[src/rtl/scii_pkg.sv]
package scii_pkg;

  localparam int TableDepth = 64;
  localparam int ValueBits  = 32;
  localparam int IdxBits    = $clog2(TableDepth);
  localparam int CntBits    = $clog2(TableDepth + 1);

  typedef logic [1:0] action_t;
  localparam action_t ActClear  = 2'd0;
  localparam action_t ActInsert = 2'd1;
  localparam action_t ActQuery  = 2'd2;

  typedef logic [2:0] status_t;
  localparam status_t StDone    = 3'd0;
  localparam status_t StMatch   = 3'd1;
  localparam status_t StNoMatch = 3'd2;
  localparam status_t StFull    = 3'd3;
  localparam status_t StEmpty   = 3'd4;

  typedef struct packed {
    action_t               action;
    logic [ValueBits-1:0]  curve_x;
    logic [ValueBits-1:0]  curve_y;
    logic [ValueBits-1:0]  data_x;
    logic [ValueBits-1:0]  data_y;
  } in_item_t;

  typedef struct packed {
    status_t               status;
    logic [ValueBits-1:0]  mapped_x;
    logic [ValueBits-1:0]  shift;
  } out_item_t;

  // Request to the divider and its answer.
  typedef struct packed {
    logic                    start;
    logic [2*ValueBits:0]    num;   // |product|, unsigned
    logic [ValueBits:0]      den;   // positive
  } div_req_t;

  typedef struct packed {
    logic                    done;
    logic [2*ValueBits:0]    quo;
  } div_rsp_t;

endpackage

[src/rtl/scii_div.sv]
module scii_div (
  input  logic                clk_i,
  input  logic                rst_ni,
  input  scii_pkg::div_req_t  req_i,
  output scii_pkg::div_rsp_t  rsp_o
);

  localparam int NW = 2 * scii_pkg::ValueBits + 1;
  localparam int DW = scii_pkg::ValueBits + 1;
  localparam int CW = $clog2(NW + 1);

  logic [NW-1:0] quo_q, quo_d;
  logic [DW:0]   rem_q, rem_d;
  logic [DW-1:0] den_q, den_d;
  logic [CW-1:0] cnt_q, cnt_d;
  logic          busy_q, busy_d, done_q, done_d;
  logic [DW:0]   trial;

  always_comb begin
    quo_d  = quo_q;
    rem_d  = rem_q;
    den_d  = den_q;
    cnt_d  = cnt_q;
    busy_d = busy_q;
    done_d = 1'b0;
    trial  = {rem_q[DW-1:0], quo_q[NW-1]};
    if (req_i.start) begin
      quo_d  = req_i.num;
      rem_d  = '0;
      den_d  = req_i.den;
      cnt_d  = CW'(NW);
      busy_d = 1'b1;
    end else if (busy_q) begin
      // shift one numerator bit into the remainder, subtract if it fits
      if (trial >= {1'b0, den_q}) begin
        rem_d = trial - {1'b0, den_q};
        quo_d = {quo_q[NW-2:0], 1'b1};
      end else begin
        rem_d = trial;
        quo_d = {quo_q[NW-2:0], 1'b0};
      end
      cnt_d = cnt_q - 1'b1;
      if (cnt_q == CW'(1)) begin
        busy_d = 1'b0;
        done_d = 1'b1;
      end
    end
  end

  always_ff @(posedge clk_i or negedge rst_ni) begin
    if (!rst_ni) begin
      busy_q <= 1'b0;
      done_q <= 1'b0;
      cnt_q  <= '0;
    end else begin
      busy_q <= busy_d;
      done_q <= done_d;
      cnt_q  <= cnt_d;
    end
  end

  always_ff @(posedge clk_i) begin
    quo_q <= quo_d;
    rem_q <= rem_d;
    den_q <= den_d;
  end

  assign rsp_o.done = done_q;
  assign rsp_o.quo  = quo_q;

endmodule

[config.mk]
export PLATFORM = sky130hd
export DESIGN_NAME = scii_div
export DESIGN_NICKNAME = d
export VERILOG_FILES = /design/src/rtl/scii_pkg.sv /design/src/rtl/scii_div.sv
export SDC_FILE = /design/constraint.sdc
export NUM_CORES = 1
export LEC_CHECK = 0
export BUFFER_PORTS_ARGS = -buffer_cell sky130_fd_sc_hd__buf_2
export CORE_MARGIN = 5
export CORE_UTILIZATION = 40
export CTS_CLUSTER_SIZE = 24
export DETAILED_ROUTE_END_ITERATION = 8
export PLACE_DENSITY = 0.68
export SYNTH_ARGS = -nofsm -noshare
export SYNTH_HDL_FRONTEND = slang
export SYNTH_SLANG_ARGS = --single-unit
[constraint.sdc]
create_clock -name clk_i -period 3.5 [get_ports clk_i]
set_input_delay 0.35 -clock clk_i [delete_from_list [all_inputs] [get_ports clk_i]]
set_output_delay 0.35 -clock clk_i [all_outputs]
set_load 0.05 [all_outputs]
==> Implementation_results.wiki, run 1 <==
{| class="wikitable"
! Metric !! Value
|-
| Number of search-and-repair iterations in the first detailed-routing pass || 5
|-
| RSZ-0062 raised after global routing || no
|-
| Floorplan die height || 148.4 um
|-
| Hold wc startpoint || req_i[1]
|-
| Via count || 5,911
|-
| Launching instance or port of the critical path || quo_q[64]
|-
| Setup_tns || 0 ns
|-
| Net count of the mapped netlist || 842
|-
| Highest net fanout along the worst path || 23
|-
| Detail Route Antenna Nets || 0
|-
| Biggest cell delay along the critical path || around 0.42 ns
|-
| Critical path's top delay family || compound AO/OA/AOI/OAI gates
|-
| Post-layout utilization of the core || 0.4957
|-
| Maximum ir drop on the vdd rail || between 0.3 and 0.4 mV
|-
| Main area contributors after synthesis || sky130_fd_sc_hd__edfxtp_1, sky130_fd_sc_hd__mux2_2, sky130_fd_sc_hd__dfxtp_1
|-
| Antenna Diode Count || 0
|-
| Gr ovfl total || 0
|-
| Growth of design area from synthesis to finish || 21.40%
|-
| Core Box Area || 18,770 sq um
|-
| Syn avg cell area || ~11 sq um
|-
| Slew at the pin closest to its max-slew limit || just under 0.8 ns
|-
| Highest attainable clock frequency || approximately 310 MHz
|-
| Predominant post-synthesis flop cell || sky130_fd_sc_hd__edfxtp_1
|-
| TritonCTS clock tree || yes
|-
| Worst-case hold slack || between 0.1 and 0.15 ns
|-
| Routed wire length per instance || between 15 and 20 um
|-
| Max Buffers Root-to-Sink || 2
|-
| Number of storage elements in the synthesis netlist || 140
|-
| Post-synth EDFFs || a little under 100
|-
| Critical path class || reg -> reg
|-
| Worst min-delay path category || in -> reg
|-
| Pin count of the biggest net entering global routing || approximately 120
|-
| Number of sinks handled by clock tree synthesis || between 100 and 150
|-
| DR DRC count || 0
|-
| Cell occurring most often along the worst timing path || sky130_fd_sc_hd__inv_1
|-
| Crit share post-route || 0.9317
|-
| Crit end category || flop
|-
| Clock insertion delay at the later pin of the skew report || ~0.42 ns
|-
| I/O Buffers || 166
|-
| Critical register-to-register path startpoint || quo_q[64]
|-
| Mapped Cells || roughly 710
|-
| Post-detailed-routing wire length || around 18,000 um
|-
| CTS clk-pin slew, worst paths || about 0.070 ns
|-
| First-pass GRT wire length || about 30,000 um
|-
| Slowest cell on the critical path || sky130_fd_sc_hd__or3_4
|-
| Floorplan die width || approximately 150 um
|-
| Final GP Congestion || between 0.8 and 0.9
|-
| Footprint of the multi-input gates || roughly 3500 sq um
|-
| Final nets || 999
|-
| H-Tree Level Count || 4
|-
| Inserted Clock Buffers || 17
|-
| Area share of the largest cell type after synthesis || 0.3840
|-
| Post-synth ARST share || 0.06429
|-
| Number of buffer and inverter instances along the worst setup path || 3
|-
| Total die area || between 20,000 and 25,000 sq um
|-
| Sequential-to-total area share from yosys stat || 0.4996
|-
| Count of boundary I/O pins || approximately 170
|-
| Yosys synthesis warning count || 0
|-
| Standard-cell rows || 50
|-
| Vias per Instance || 5.330
|-
| Cell chain of the critical path || inv_1 > ha_1 > inv_1 > fa_1 > a21o_2 > a311oi_2 > or4_4 > a31oi_4 > or3_4 > nand2_8 > buf_4 > nand2_1 > a311oi_1
|-
| Crit path time final || 3.261 ns
|-
| Tot GR Track Use || 0.1669
|-
| Final Hold Viols || 0
|-
| Max-cap violations || 0
|-
| Most area-hungry cell type in the Yosys netlist || sky130_fd_sc_hd__edfxtp_1
|-
| Starting density of the core || 0.4083
|-
| Number of design-rule violations left by the first detailed-router iteration || around 360
|-
| Outcome || finished clean
|-
| Count of unique library cells instantiated by Yosys || 66
|-
| Remaining max-slew budget at the tightest pin || 0.4721
|-
| Clock Root Buffer || sky130_fd_sc_hd__clkbuf_16
|-
| Kind of start point of the critical path || flop
|-
| Final setup vio count || 0
|-
| Layout cells sized above 1 || 0.3349
|-
| Number of global-route vias before repair || approximately 5,800
|-
| Data required time of the critical path || approximately 3.8 ns
|-
| Arr. time, crit path || between 3 and 4 ns
|-
| Cell area power density || about 640 nW/um^2
|-
| Worst Clk Skew || between 0.007 and 0.008 ns
|-
| Number of antenna violations at the first check in global routing || 0
|-
| Leak Pwr || 3.977 nW
|-
| HPWL Detailed || between 10,000 and 15,000 um
|-
| Number of max-slew violations in the final report || 0
|-
| Synth Cell Area || around 7700 sq um
|-
| Register cell area after layout || 3829 sq um
|-
| Number of fillers in the final layout || about 1,700
|}
## path summary, 6_finish.rpt
kind,endpoint,depth (start not counted),slack (ns)
hold / removal,den_q[1],1,0.10
setup reg to reg,rem_q[14],13,0.24
hold reg to reg,rem_q[15],2,0.47
max in group asynchronous,done_q,2,3.01
min in group asynchronous,cnt_q[0],2,0.31
setup / recovery,rem_q[14],13,0.24
## metal layers
layer	vias up	GRT usage	share of wire
met5	-	0	0
met4	0	0.03695	0.0090
met3	19	0.05698	0.070
met2	171	0.2718	0.47
met1	2816	0.2169	0.45
li1	2905	-	-
## what timing repair did
action,in CTS,in global routing
hold buffers,1,0
resized for setup,0,1
setup endpoints to repair,0,7
buffers inserted,0,0
hold endpoints to repair,9,0
## logic make-up (layout without fill, tap and decap cells)
group	Yosys count	in the layout	share of synthesized area
fa+ha+maj	36	36	0.05976
simple gates	201	201	0.1193
buf+inv	80	250	0.04457
compound gates	148	148	0.1404
mux	69	69	0.1009
xor+xnor	31	31	0.03543
flops	140	140	0.4996
## flip-flops by register name, summed over array words and instances, names as in the netlist
name    count
done_q      1
quo_q      65
rem_q      33
busy_q      1
den_q      33
cnt_q       7
## per-stage QoR
step	cells	cell area (sq um)	worst slack (ns)	power [mW]
6_report	1109	9304	0.2392	5.948
5_1_grt	1109	9304	0.01641	6.252
4_1_cts	1109	9295	0.1611	5.995
3_5_place_dp	1076	8707	0.2148	4.190
3_3_place_gp	1076	8707	0.3154	4.173
2_1_floorplan	705	7664	0.02429	3.723
## cell usage after synthesis, types with 2 or more instances
cell,n
sky130_fd_sc_hd__nand3_1,14
sky130_fd_sc_hd__nor4_1,3
sky130_fd_sc_hd__a21boi_0,2
sky130_fd_sc_hd__xor2_1,11
sky130_fd_sc_hd__a32o_1,2
sky130_fd_sc_hd__buf_2,5
sky130_fd_sc_hd__o21ai_1,7
sky130_fd_sc_hd__a211oi_1,8
sky130_fd_sc_hd__o21a_1,4
sky130_fd_sc_hd__nand2_1,79
sky130_fd_sc_hd__a21o_1,12
sky130_fd_sc_hd__edfxtp_1,98
sky130_fd_sc_hd__a32oi_1,7
sky130_fd_sc_hd__o21ai_0,22
sky130_fd_sc_hd__dfxtp_1,33
sky130_fd_sc_hd__a311oi_2,7
sky130_fd_sc_hd__a31oi_1,4
sky130_fd_sc_hd__nand2b_1,5
sky130_fd_sc_hd__mux2i_1,3
sky130_fd_sc_hd__a21oi_1,35
sky130_fd_sc_hd__ha_1,35
sky130_fd_sc_hd__nor2_1,56
sky130_fd_sc_hd__nor3_1,7
sky130_fd_sc_hd__and3_1,3
sky130_fd_sc_hd__clkbuf_1,26
sky130_fd_sc_hd__a311oi_1,14
sky130_fd_sc_hd__nand4_1,11
sky130_fd_sc_hd__o31ai_1,3
sky130_fd_sc_hd__buf_6,4
sky130_fd_sc_hd__dfrtp_1,9
sky130_fd_sc_hd__and2_1,4
sky130_fd_sc_hd__nor3b_1,2
sky130_fd_sc_hd__or3_1,7
sky130_fd_sc_hd__xnor2_1,20
sky130_fd_sc_hd__inv_1,43
sky130_fd_sc_hd__o21ba_2,2
sky130_fd_sc_hd__a21o_2,2
sky130_fd_sc_hd__o21bai_1,4
sky130_fd_sc_hd__mux2_2,65
## placed cells by master (no fill, tap or decap), types with 5 or more instances in the layout
cell type,instances
sky130_fd_sc_hd__inv_1,42
sky130_fd_sc_hd__buf_4,6
sky130_fd_sc_hd__buf_2,165
sky130_fd_sc_hd__clkbuf_16,17
sky130_fd_sc_hd__a311oi_2,7
sky130_fd_sc_hd__xnor2_1,20
sky130_fd_sc_hd__o21ai_1,7
sky130_fd_sc_hd__nand2b_1,5
sky130_fd_sc_hd__or3_1,7
sky130_fd_sc_hd__a311oi_1,14
sky130_fd_sc_hd__nor3_1,7
sky130_fd_sc_hd__edfxtp_1,98
sky130_fd_sc_hd__a32oi_1,7
sky130_fd_sc_hd__dfxtp_1,33
sky130_fd_sc_hd__mux2_2,65
sky130_fd_sc_hd__nand2_1,79
sky130_fd_sc_hd__o21ai_0,22
sky130_fd_sc_hd__a21o_1,12
sky130_fd_sc_hd__dfrtp_1,9
sky130_fd_sc_hd__nand4_1,11
sky130_fd_sc_hd__nor2_1,56
sky130_fd_sc_hd__ha_1,35
sky130_fd_sc_hd__a21oi_1,35
sky130_fd_sc_hd__inv_6,7
sky130_fd_sc_hd__nand3_1,14
sky130_fd_sc_hd__xor2_1,11
sky130_fd_sc_hd__a211oi_1,8
## where the power goes
part | leakage (nW) | switching (mW) | internal [mW]
registers | 1.39 | 0.179 | 2.10
clock network | 0.284 | 0.778 | 1.01
logic | 2.30 | 1.26 | 0.621
## area by class of cell
| cell class | instances | area share |
|---|---|---|
| clock buffers | 17 | 0.04572 |
| clock inverters | 15 | 0.01641 |
| multi-input cells | 485 | 0.3764 |
| repair buffers | 175 | 0.1011 |
| flip-flops and latches | 140 | 0.4115 |
| well taps | 234 | 0.03147 |
| inverters | 43 | 0.01735 |
Power figures use the tool's default switching activity.
==> run 2: changes to the inputs <==
CORE_UTILIZATION = 45   (was 40)
HOLD_SLACK_MARGIN = 0.12   (was unset)
PLACE_DENSITY = 0.74   (was 0.68)
==> run 2 against run 1 <==
Net effect:
- sequential cell count did not move
- combinational power barely moved
- worst setup slack got worse by 0.035 ns
- clock skew rose by 0.0076 ns
- count of clock-buffer cells in the layout did not move
- sequential share of layout area fell by 1.3 points
- via count rose by 3.8%
- final cell count rose by 1.7%
- fmax fell by 1.1%
- global-route usage rose by 2.9 points
==> Implementation_results.wiki, run 2 (same netlist as run 1, synthesis figures left out) <==
{| class="wikitable"
! Metric !! Value
|-
| Outcome || finished clean
|-
| Final setup vio count || 0 (unchanged)
|-
| Maximum ir drop on the vdd rail || 0.3956 mV (+2.4%)
|-
| Number of search-and-repair iterations in the first detailed-routing pass || 7 (+2)
|-
| Placed cell area || 8677 sq um (-0.34%)
|-
| Starting density of the core || 0.4605 (+0.05216)
|-
| TritonCTS clock tree || yes
|-
| Max reg flops || 65 (unchanged)
|-
| Max-cap violations || 0 (unchanged)
|-
| Worst-case hold slack || 0.2200 ns (+0.1183 ns)
|-
| Remaining max-slew budget at the tightest pin || 0.5689 (+0.09678)
|-
| CTS clk-pin slew, worst paths || 0.07 ns (about the same)
|-
| Highest attainable clock frequency || 303.4 MHz (-1.1%)
|-
| Highest net fanout along the worst path || 12 (-48%)
|-
| Slowest cell on the critical path || sky130_fd_sc_hd__or3_4
|-
| Most frequent cells in the layout || sky130_fd_sc_hd__buf_2, sky130_fd_sc_hd__edfxtp_1, sky130_fd_sc_hd__nand2_1
|-
| First-pass GRT wire length || 31,330 um (+5.9%)
|-
| Vias per Instance || 5.439 (+2.0%)
|-
| Arr. time, crit path || 3.60 ns (+0.02 ns)
|-
| Post-detailed-routing wire length || 19,410 um (+5.4%)
|-
| Floorplan die width || 140.5 um (-5.3%)
|-
| Final GP Congestion || 0.8961 (about the same)
|-
| Inserted Clock Buffers || 17 (unchanged)
|-
| Slew at the pin closest to its max-slew limit || 0.6466 ns (-0.1423 ns)
|-
| Number of global-route vias before repair || 6,082 (+4.8%)
|-
| Worst min-delay path category || in -> reg
|-
| Standard-cell rows || 47 (-6.0%)
|-
| Leak Pwr || 4.104 nW (+3.2%)
|-
| Number of antenna violations at the first check in global routing || 1 (+1)
|-
| Core Box Area || 16,640 sq um (-11%)
|-
| Clock insertion delay at the later pin of the skew report || 0.43 ns (about the same)
|-
| Max Buffers Root-to-Sink || 2 (unchanged)
|-
| H-Tree Level Count || 4 (unchanged)
|-
| Number of placed instances, taps included || 1,062 (-1.3%)
|-
| Number of fillers in the final layout || 1,383 (-19%)
|-
| Most common cell after layout, fill and taps aside || sky130_fd_sc_hd__buf_2
|-
| Count of placed standard cells in the final layout, fillers left out || 1,128 (+1.7%)
|-
| I/O Buffers || 166 (unchanged)
|-
| Routed wire length per instance || 17.21 um (+3.6%)
|-
| Number of max-slew violations in the final report || 0 (unchanged)
|-
| RSZ-0062 raised after global routing || no
|-
| HPWL Detailed || 14,120 um (+6.2%)
|-
| Growth of design area from synthesis to finish || 25.34%
|-
| Crit share post-route || 0.9416 (+0.009970)
|-
| Floorplan die height || 140.5 um (-5.3%)
|-
| Final nets || 1,032 (+3.3%)
|-
| Gr ovfl total || 0 (unchanged)
|-
| Kind of start point of the critical path || flop
|-
| Biggest cell delay along the critical path || 0.42 ns (about the same)
|-
| Clock Root Buffer || sky130_fd_sc_hd__clkbuf_16
|-
| Number of design-rule violations left by the first detailed-router iteration || 410 (+15%)
|-
| Crit end category || flop
|-
| Cell area power density || 624.9 nW/um^2 (-2.3%)
|-
| Critical path class || reg -> reg
|-
| Layout cells sized above 1 || 0.3227 (-0.01217)
|-
| Worst Clk Skew || 0.01537 ns (+0.007620 ns)
|-
| Final Hold Viols || 0 (unchanged)
|-
| Crit path time final || 3.296 ns (+0.03490 ns)
|-
| Registers with the most flip-flops || quo_q (65), den_q (33), rem_q (33)
|-
| Cell chain of the critical path || inv_1 > ha_1 > inv_1 > fa_1 > a21o_2 > a311oi_2 > or4_4 > a31oi_4 > or3_4 > and2_2 > buf_4 > mux2i_1 > o21ai_1
|-
| Detail Route Antenna Nets || 0 (unchanged)
|-
| Count of boundary I/O pins || 167 (unchanged)
|-
| Cell occurring most often along the worst timing path || sky130_fd_sc_hd__inv_1
|-
| Via count || 6,135 (+3.8%)
|-
| Setup_tns || 0 ns (unchanged)
|-
| Largest register by flop count || quo_q
|-
| Data required time of the critical path || 3.80 ns (-0.02 ns)
|-
| Tot GR Track Use || 0.1955 (+0.02860)
|-
| Pin count of the biggest net entering global routing || 119 (+1.7%)
|-
| Total die area || 19,740 sq um (-10%)
|-
| Antenna Diode Count || 0 (unchanged)
|-
| Number of sinks handled by clock tree synthesis || 140 (unchanged)
|-
| Post-route cell area || 9605 sq um (+3.2%)
|-
| DR DRC count || 0 (unchanged)
|}
-- run 2: power by group --
part           internal, mW  switching, mW  total [mW]  leakage [nW]
Clock                  1.01          0.785        1.79         0.278
Sequential             2.10          0.189        2.29          1.39
Combinational         0.643           1.28        1.92          2.44
-- run 2: metal layers --
| layer | up-vias | track usage | wire length [um] |
|---|---|---|---|
| met5 | - | 0 | 11 |
| li1 | 2974 | - | - |
| met1 | 2883 | 0.2483 | 8205 |
| met3 | 28 | 0.07021 | 1742 |
| met2 | 248 | 0.3155 | 9167 |
| met4 | 2 | 0.05660 | 285 |
-- run 2: metrics by stage --
step           utilization  setup slack [ns]  power (mW)
2_1_floorplan            -           0.02429       3.723
3_3_place_gp        0.5214            0.2760       4.174
3_5_place_dp        0.5214            0.2017       4.197
4_1_cts             0.5766            0.1645       6.033
5_1_grt             0.5772          0.001423       6.300
6_report            0.5772            0.2043       6.002
-- run 2: area by class of cell --
class	instances	area, sq um	share of cell area
Clock inverter	15	152.6	0.01589
Tap cell	220	275.3	0.02866
Inverter	43	161.4	0.01680
Timing Repair Buffer	208	1259	0.1310
Sequential cell	140	3829	0.3986
Multi-Input combinational cell	485	3503	0.3647
Clock buffer	17	425.4	0.04429
-- run 2: timing repair --
action	in CTS	in global routing
buffers inserted	0	0
gates resized for setup	0	2
endpoints found under the setup margin	0	4
hold buffers	34	0
hold endpoints to repair	42	0
-- run 2: worst max-delay path: cells and delay by family (launching register included) --
kind            cells  cell delay, ns
fa+ha+maj           2            0.55
simple gates        3            0.95
mux                 1            0.16
compound gates      4            0.81
buf+inv             3            0.35
flops               1            0.38
-- run 2: final timing paths --
| kind | slack [ns] | cells past startpoint | start | to |
|---|---|---|---|---|
| setup / recovery | 0.20 | 13 | quo_q[64] | rem_q[15] |
| hold / removal | 0.22 | 2 | req_i[71] | quo_q[38] |
| setup reg to reg | 0.20 | 13 | quo_q[64] | rem_q[15] |
| hold reg to reg | 0.49 | 2 | rem_q[2] | rem_q[2] |
| max in group asynchronous | 3.00 | 2 | rst_ni | cnt_q[1] |
| min in group asynchronous | 0.31 | 2 | rst_ni | cnt_q[3] |
